===== src/rtl/lru_write_back_sector_cache_control_unit_defines.svh =====
// Assertion macros shared by the cache control RTL.
// Depends on nothing; the including module supplies clk and rst.
`ifndef LRU_WRITE_BACK_SECTOR_CACHE_CONTROL_UNIT_DEFINES_SVH
`define LRU_WRITE_BACK_SECTOR_CACHE_CONTROL_UNIT_DEFINES_SVH

// same-cycle implication
`define LRUSC_ASSERT_NOW(lbl, ante, cons, msg) \
  lbl: assert property (@(posedge clk) disable iff (rst) (ante) |-> (cons)) else $error(msg);

// next-cycle implication
`define LRUSC_ASSERT_NEXT(lbl, ante, cons, msg) \
  lbl: assert property (@(posedge clk) disable iff (rst) (ante) |=> (cons)) else $error(msg);

`endif


===== src/rtl/lrusc_pkg.sv =====
// Shared types and constants of the sector cache control unit.
// Depends on nothing.
package lrusc_pkg;

  localparam int LINES_DEF = 64;
  localparam int IDX_W     = 8;
  localparam int SECTOR_W  = 32;
  localparam int TIME_W    = 31;
  localparam int FUNC_W    = 2;
  localparam int IN_W      = 72;

  localparam logic [FUNC_W-1:0] FUNC_READ  = 2'd0;
  localparam logic [FUNC_W-1:0] FUNC_WRITE = 2'd1;
  localparam logic [FUNC_W-1:0] FUNC_FLUSH = 2'd2;

  // token that walks the row of line cells
  typedef struct packed {
    logic                vld;
    logic                flush;
    logic                wr;
    logic [IDX_W-1:0]    idx;
    logic [SECTOR_W-1:0] sector;
    logic [TIME_W-1:0]   tm;
    logic                hit;
    logic [IDX_W-1:0]    hit_idx;
    logic                hit_dirty;
    logic                inv;
    logic [IDX_W-1:0]    inv_idx;
    logic                have_min;
    logic [TIME_W-1:0]   min_time;
    logic [IDX_W-1:0]    min_idx;
    logic                min_dirty;
    logic [SECTOR_W-1:0] min_sector;
    logic                wb;
    logic [SECTOR_W-1:0] vs;
  } tok_t;

  // line update broadcast to all cells
  typedef struct packed {
    logic                en;
    logic [IDX_W-1:0]    idx;
    logic                dirty;
    logic [SECTOR_W-1:0] sector;
    logic [TIME_W-1:0]   tm;
  } upd_t;

endpackage


===== src/rtl/lrusc_cell.sv =====
// One cache line cell: holds valid, dirty, sector and time of its line.
// Updates the passing token and hands it on. Depends on lrusc_pkg.
module lrusc_cell #(
  parameter int IDX = 0
) (
  input  logic            clk,
  input  logic            rst,
  input  logic            en,
  input  lrusc_pkg::tok_t tok_in,
  input  lrusc_pkg::upd_t upd,
  output lrusc_pkg::tok_t tok_out
);

  localparam logic [lrusc_pkg::IDX_W-1:0] MY_IDX = IDX[lrusc_pkg::IDX_W-1:0];

  logic                          valid;
  logic                          dirty;
  logic [lrusc_pkg::SECTOR_W-1:0] sector;
  logic [lrusc_pkg::TIME_W-1:0]   tm;
  lrusc_pkg::tok_t               tok_next;
  logic                          flush_here;

  assign flush_here = tok_in.vld && tok_in.flush && (tok_in.idx == MY_IDX);

  always_comb begin
    tok_next = tok_in;
    if (tok_in.vld && !tok_in.flush) begin
      if (valid && (sector == tok_in.sector) && !tok_in.hit) begin
        tok_next.hit       = 1'b1;
        tok_next.hit_idx   = MY_IDX;
        tok_next.hit_dirty = dirty;
      end
      if (!valid && !tok_in.inv) begin
        tok_next.inv     = 1'b1;
        tok_next.inv_idx = MY_IDX;
      end
      if (!tok_in.have_min || (tm < tok_in.min_time)) begin
        tok_next.have_min   = 1'b1;
        tok_next.min_time   = tm;
        tok_next.min_idx    = MY_IDX;
        tok_next.min_dirty  = dirty;
        tok_next.min_sector = sector;
      end
    end else if (flush_here) begin
      tok_next.wb = valid && dirty;
      tok_next.vs = (valid && dirty) ? sector : '0;
    end
  end

  always_ff @(posedge clk) begin
    if (rst) begin
      tok_out <= '0;
    end else if (en) begin
      tok_out <= tok_next;
    end
  end

  always_ff @(posedge clk) begin
    if (rst) begin
      valid <= 1'b0;
      dirty <= 1'b0;
      tm    <= '0;
    end else begin
      if (en && flush_here) begin
        valid <= 1'b0;
        dirty <= 1'b0;
      end
      if (upd.en && (upd.idx == MY_IDX)) begin
        valid <= 1'b1;
        dirty <= upd.dirty;
        tm    <= upd.tm;
      end
    end
  end

  always_ff @(posedge clk) begin
    if (upd.en && (upd.idx == MY_IDX)) begin
      sector <= upd.sector;
    end
  end

endmodule


===== config.mk =====
export PLATFORM = sky130hd
export DESIGN_NAME = lrusc_cell
export DESIGN_NICKNAME = d
export VERILOG_FILES = /design/src/rtl/lru_write_back_sector_cache_control_unit_defines.svh /design/src/rtl/lrusc_pkg.sv /design/src/rtl/lrusc_cell.sv
export SDC_FILE = /design/constraint.sdc
export NUM_CORES = 1
export LEC_CHECK = 0
export ABC_CLOCK_PERIOD_IN_PS = 2300
export BUFFER_PORTS_ARGS = -buffer_cell sky130_fd_sc_hd__buf_2
export CAP_MARGIN = 20
export CORE_AREA = 2 2 184 186
export CTS_BUF_LIST = sky130_fd_sc_hd__clkbuf_4 sky130_fd_sc_hd__clkbuf_8 sky130_fd_sc_hd__clkbuf_16
export DETAILED_ROUTE_END_ITERATION = 8
export DIE_AREA = 0 0 186 188
export MAX_ROUTING_LAYER = met4
export REMOVE_ABC_BUFFERS = 1
export SLEW_MARGIN = 20
export SYNTH_ARGS = -nofsm -noshare
export SYNTH_HDL_FRONTEND = slang
export SYNTH_SLANG_ARGS = --single-unit
export TNS_END_PERCENT = 1

===== constraint.sdc =====
create_clock -name clk -period 2.3 [get_ports clk]
set_input_delay 0.23 -clock clk [delete_from_list [all_inputs] [get_ports clk]]
set_output_delay 0.23 -clock clk [all_outputs]
set_load 0.01 [all_outputs]

==> summary.txt <==
HPWL after detailed placement -> 27.9 mm
Clock network power share -> 40.9%
Final Hold Viols -> 0
Sequential share of power -> 44.0%
Int Pwr -> 0.00854 W
Clk buf depth -> 3
Number of setup violations in the final report -> 68
Sw Ratio -> 25.0%
Initial antenna violation count -> 5
# clock sinks -> 264
Startpoint types -> register
Final setup skew -> 0.00950 ns
Critical path data arrival time -> 2.91 ns
Max stage delay on crit path -> 0.42 ns
Initial Utilization -> 33.6%
Register bit count reported by yosys -> 264
Post-route design area -> 0.0175 sq mm
Crit path from -> tm[8]$_SDFFE_PP0P_
DRT Pass-1 Iters -> 6
Worst Tran Pin Value -> 0.534 ns
Top cell type's share of synthesized area -> 41.8%
Cell taking the most area after synthesis -> dfxtp_1
Core area -> 0.0331 sq mm
Top delay family on crit path -> compound AO/OA/AOI/OAI gates
Cells along the critical path -> ha_4 -> a211oi_1 -> o21a_1 -> o21ai_1 -> o21ba_4 -> o41ai_4 -> buf_4 -> clkbuf_16 -> buf_8 -> mux2i_2 -> a211oi_2
Clock root cell -> clkbuf_16
Sw Pwr -> 0.00285 W
Met1 usage -> 26.4%
Number of enable flip-flop cells after synthesis -> 32
Pwr/cell area -> 652 mW/mm^2
Final total power -> 0.0114 W
H-tree Lvls -> 1
Post-synthesis sequential area ratio -> 50.4%
Violated checks -> setup timing
Number of I/O pins -> 474
Port buffer count -> 473
Relative slew slack -> 64.4%
Clock Pin Slew Worst Setup and Hold Paths -> 0.06 ns
DR vias -> 11100
Max-cap violations -> 0
All-Layer GR Usage -> 22.6%
Final ANT Viol Nets -> 0
DRC -> 0
Worst Setup End Kind -> register
Met3 Track Usage GR -> 3.92%
Min-delay worst type -> input pin to register
Crit share post-route -> 108%
CTS Buf Count -> 30
Placer Congestion -> 0.879
Gr ovfl total -> 0
Setup TNS -> -6.11 ns
Clock Latency Late Sink -> 0.55 ns
Via density -> 4.83
Die W -> 186 um
Busiest metal layer after global routing -> met2
Synthesized area per cell -> 9.76 sq um
HP Start -> tok_in[105]
Run status -> finished with violations
Largest net degree at the start of global routing -> 62
Overall routed net length -> 40.2 mm
Post-layout util -> 52.8%
Final net count -> 2125
Worst-path fanout max -> 6
Cell variety after synth -> 41
Synth Flop Type -> dfxtp_1
Top cells by area, synth -> dfxtp_1 42%, mux2i_1 13%, edfxtp_1 8.6%, a211oi_1 6.8%, nor2_1 6.4%
Std cell rows -> 67
Leak -> 8.21 nW
Post-Syn Instances -> 1139
Peak supply drop -> 0.000488 V
Final Worst Setup Slack -> -0.188 ns
Global-route wire length before repair -> 60.4 mm
Post-layout min period -> 2.49 ns
Met2 GRT Util -> 39.4%
Comb pwr share -> 15.1%
Fin. max-slew vios -> 0
Slowest stage cell, crit path -> o41ai_4
Yosys synthesis warning count -> 0
Die area -> 0.0350 sq mm
Fraction of registers with async set/reset -> 0%
Crit path required time -> 2.72 ns
Buf/Inv on CP -> 3
RSZ-0062 raised after global routing -> yes
Max Freq -> 402 MHz
Placed Instance Area -> 0.0144 sq mm
Drt wl/cell -> 17.5 um
Layout cells sized above 1 -> 36.3%
R2R Path Start -> tm[8]$_SDFFE_PP0P_
Area grow syn2layout -> 57.2%
Starting DRT DRC Count -> 372
Vias in the first global route -> 11100
Die H -> 188 um
Setup CP Type -> register to register
CTS tree -> done
Cell area after synthesis -> 0.0111 sq mm
Pre-CTS WS -> -0.383 ns
-- path summary, 6_finish.rpt --
path / end / slack [ns] / depth (start not counted)
worst max-delay path: tok_out[102]$_SDFFE_PP0P_ / -0.19 / 11
worst min-delay path: tok_out[105]$_SDFFE_PP0P_ / 0.03 / 3
worst max register to register: tok_out[102]$_SDFFE_PP0P_ / -0.19 / 11
worst min register to register: tok_out[123]$_SDFFE_PP0P_ / 0.47 / 2
-- cells in the mapped netlist (all sizes together) (2+ instances only) --
| master | number |
|---|---|
| nor2b | 11 |
| clkbuf | 65 |
| nand3 | 23 |
| edfxtp | 32 |
| and3 | 3 |
| a21oi | 69 |
| nand4 | 11 |
| xnor2 | 24 |
| a311oi | 2 |
| buf | 18 |
| xor2 | 8 |
| ha | 30 |
| nand2 | 70 |
| inv | 35 |
| o21ai | 7 |
| nor4 | 4 |
| mux2i | 139 |
| nor3 | 2 |
| nand2b | 18 |
| a211oi | 100 |
| a22oi | 32 |
| nor2 | 191 |
| dfxtp | 232 |
-- power by group through the flow --
stage	Sequential (W)	Combinational, W	Clock (W)
after floorplan	0.00520	0.000507	0
after global placement	0.00510	0.00141	0
after detailed placement	0.00510	0.00143	0
after CTS	0.00501	0.00170	0.00478
after global routing	0.00503	0.00188	0.00498
final	0.00501	0.00173	0.00465
-- placed cells by master, fill, tap and decap left out, types with 4 or more instances in the layout --
master / Yosys / final
xnor2_1: 24 / 24
a211oi_1: 100 / 94
clkinv_2: 0 / 4
nor2b_1: 11 / 11
clkbuf_16: 0 / 32
dfxtp_2: 0 / 9
clkbuf_8: 0 / 4
diode_2: 0 / 5
ha_1: 30 / 16
clkbuf_4: 0 / 13
nand3_1: 23 / 22
nand2_1: 70 / 70
nor2_1: 191 / 191
nand4_1: 11 / 11
edfxtp_1: 32 / 32
dlygate4sd3_1: 0 / 169
buf_6: 0 / 4
a21oi_1: 69 / 65
nand2b_1: 18 / 18
dfxtp_1: 232 / 222
mux2i_1: 139 / 135
buf_4: 0 / 73
mux2i_2: 0 / 4
a211oi_2: 0 / 6
buf_12: 6 / 10
a21oi_2: 0 / 4
o21ai_1: 3 / 4
inv_1: 34 / 34
buf_2: 3 / 471
ha_4: 0 / 14
buf_8: 2 / 4
xor2_1: 8 / 8
a22oi_1: 32 / 32
-- through the flow --
| stage | std cells | hold slack (ns) |
|---|---|---|
| floorplan | 1056 | 0.299 |
| CTS | 2289 | 0.00202 |
| global route | 2297 | 0.0111 |
| global placement | 2060 | 0.408 |
| finish | 2297 | 0.0265 |
| detailed placement | 2060 | 0.409 |
-- state kept, by name (all words and copies together), names as in the netlist --
register / flops
tok_out: 199
sector: 32
tm: 31
dirty: 1
valid: 1
-- worst reg2reg max path: cells and delay by family (launching register included) --
kind                     cells  cell delay [ns]
flip-flops                   1             0.34
adder cells (fa/ha/maj)      1             0.27
multiplexers                 1             0.22
AO/OA/AOI/OAI                6             1.06
buffers and inverters        3             0.47
-- layer usage --
metal	vias up	wire (um)
met5	-	0
met4	0	1100
met2	402	20000
li1	5366	-
met3	79	2610
met1	5240	16500
-- cell type report --
| cell class | instances | area, sq um |
|---|---|---|
| Timing Repair Buffer | 732 | 4930 |
| Tap cell | 448 | 561 |
| Clock inverter | 8 | 41.3 |
| Fill cell | 2961 | 15600 |
| Inverter | 36 | 135 |
| Sequential cell | 264 | 5620 |
| Antenna cell | 5 | 12.5 |
| Clock buffer | 48 | 928 |
| Multi-Input combinational cell | 756 | 5250 |
-- cells by family (layout without fill, tap and decap cells) --
family	count (synthesis)	count (layout)	share of synthesized area, %
buf+inv	119	824	5.13
fa+ha+maj	30	30	3.38
compound gates	219	219	13.2
flops	264	264	50.4
mux	139	139	12.5
other cells	0	5	0
simple gates	336	336	12.8
xor+xnor	32	32	2.52
-- repair_timing --
action,in CTS,in global routing
endpoints found under the setup margin,71,81
setup buffers,5,3
endpoints found under the hold margin,169,0
hold buffers,169,0
pin swaps,50,21
gates cloned,1,0
gates resized for setup,34,30
Power figures use the tool's default switching activity.
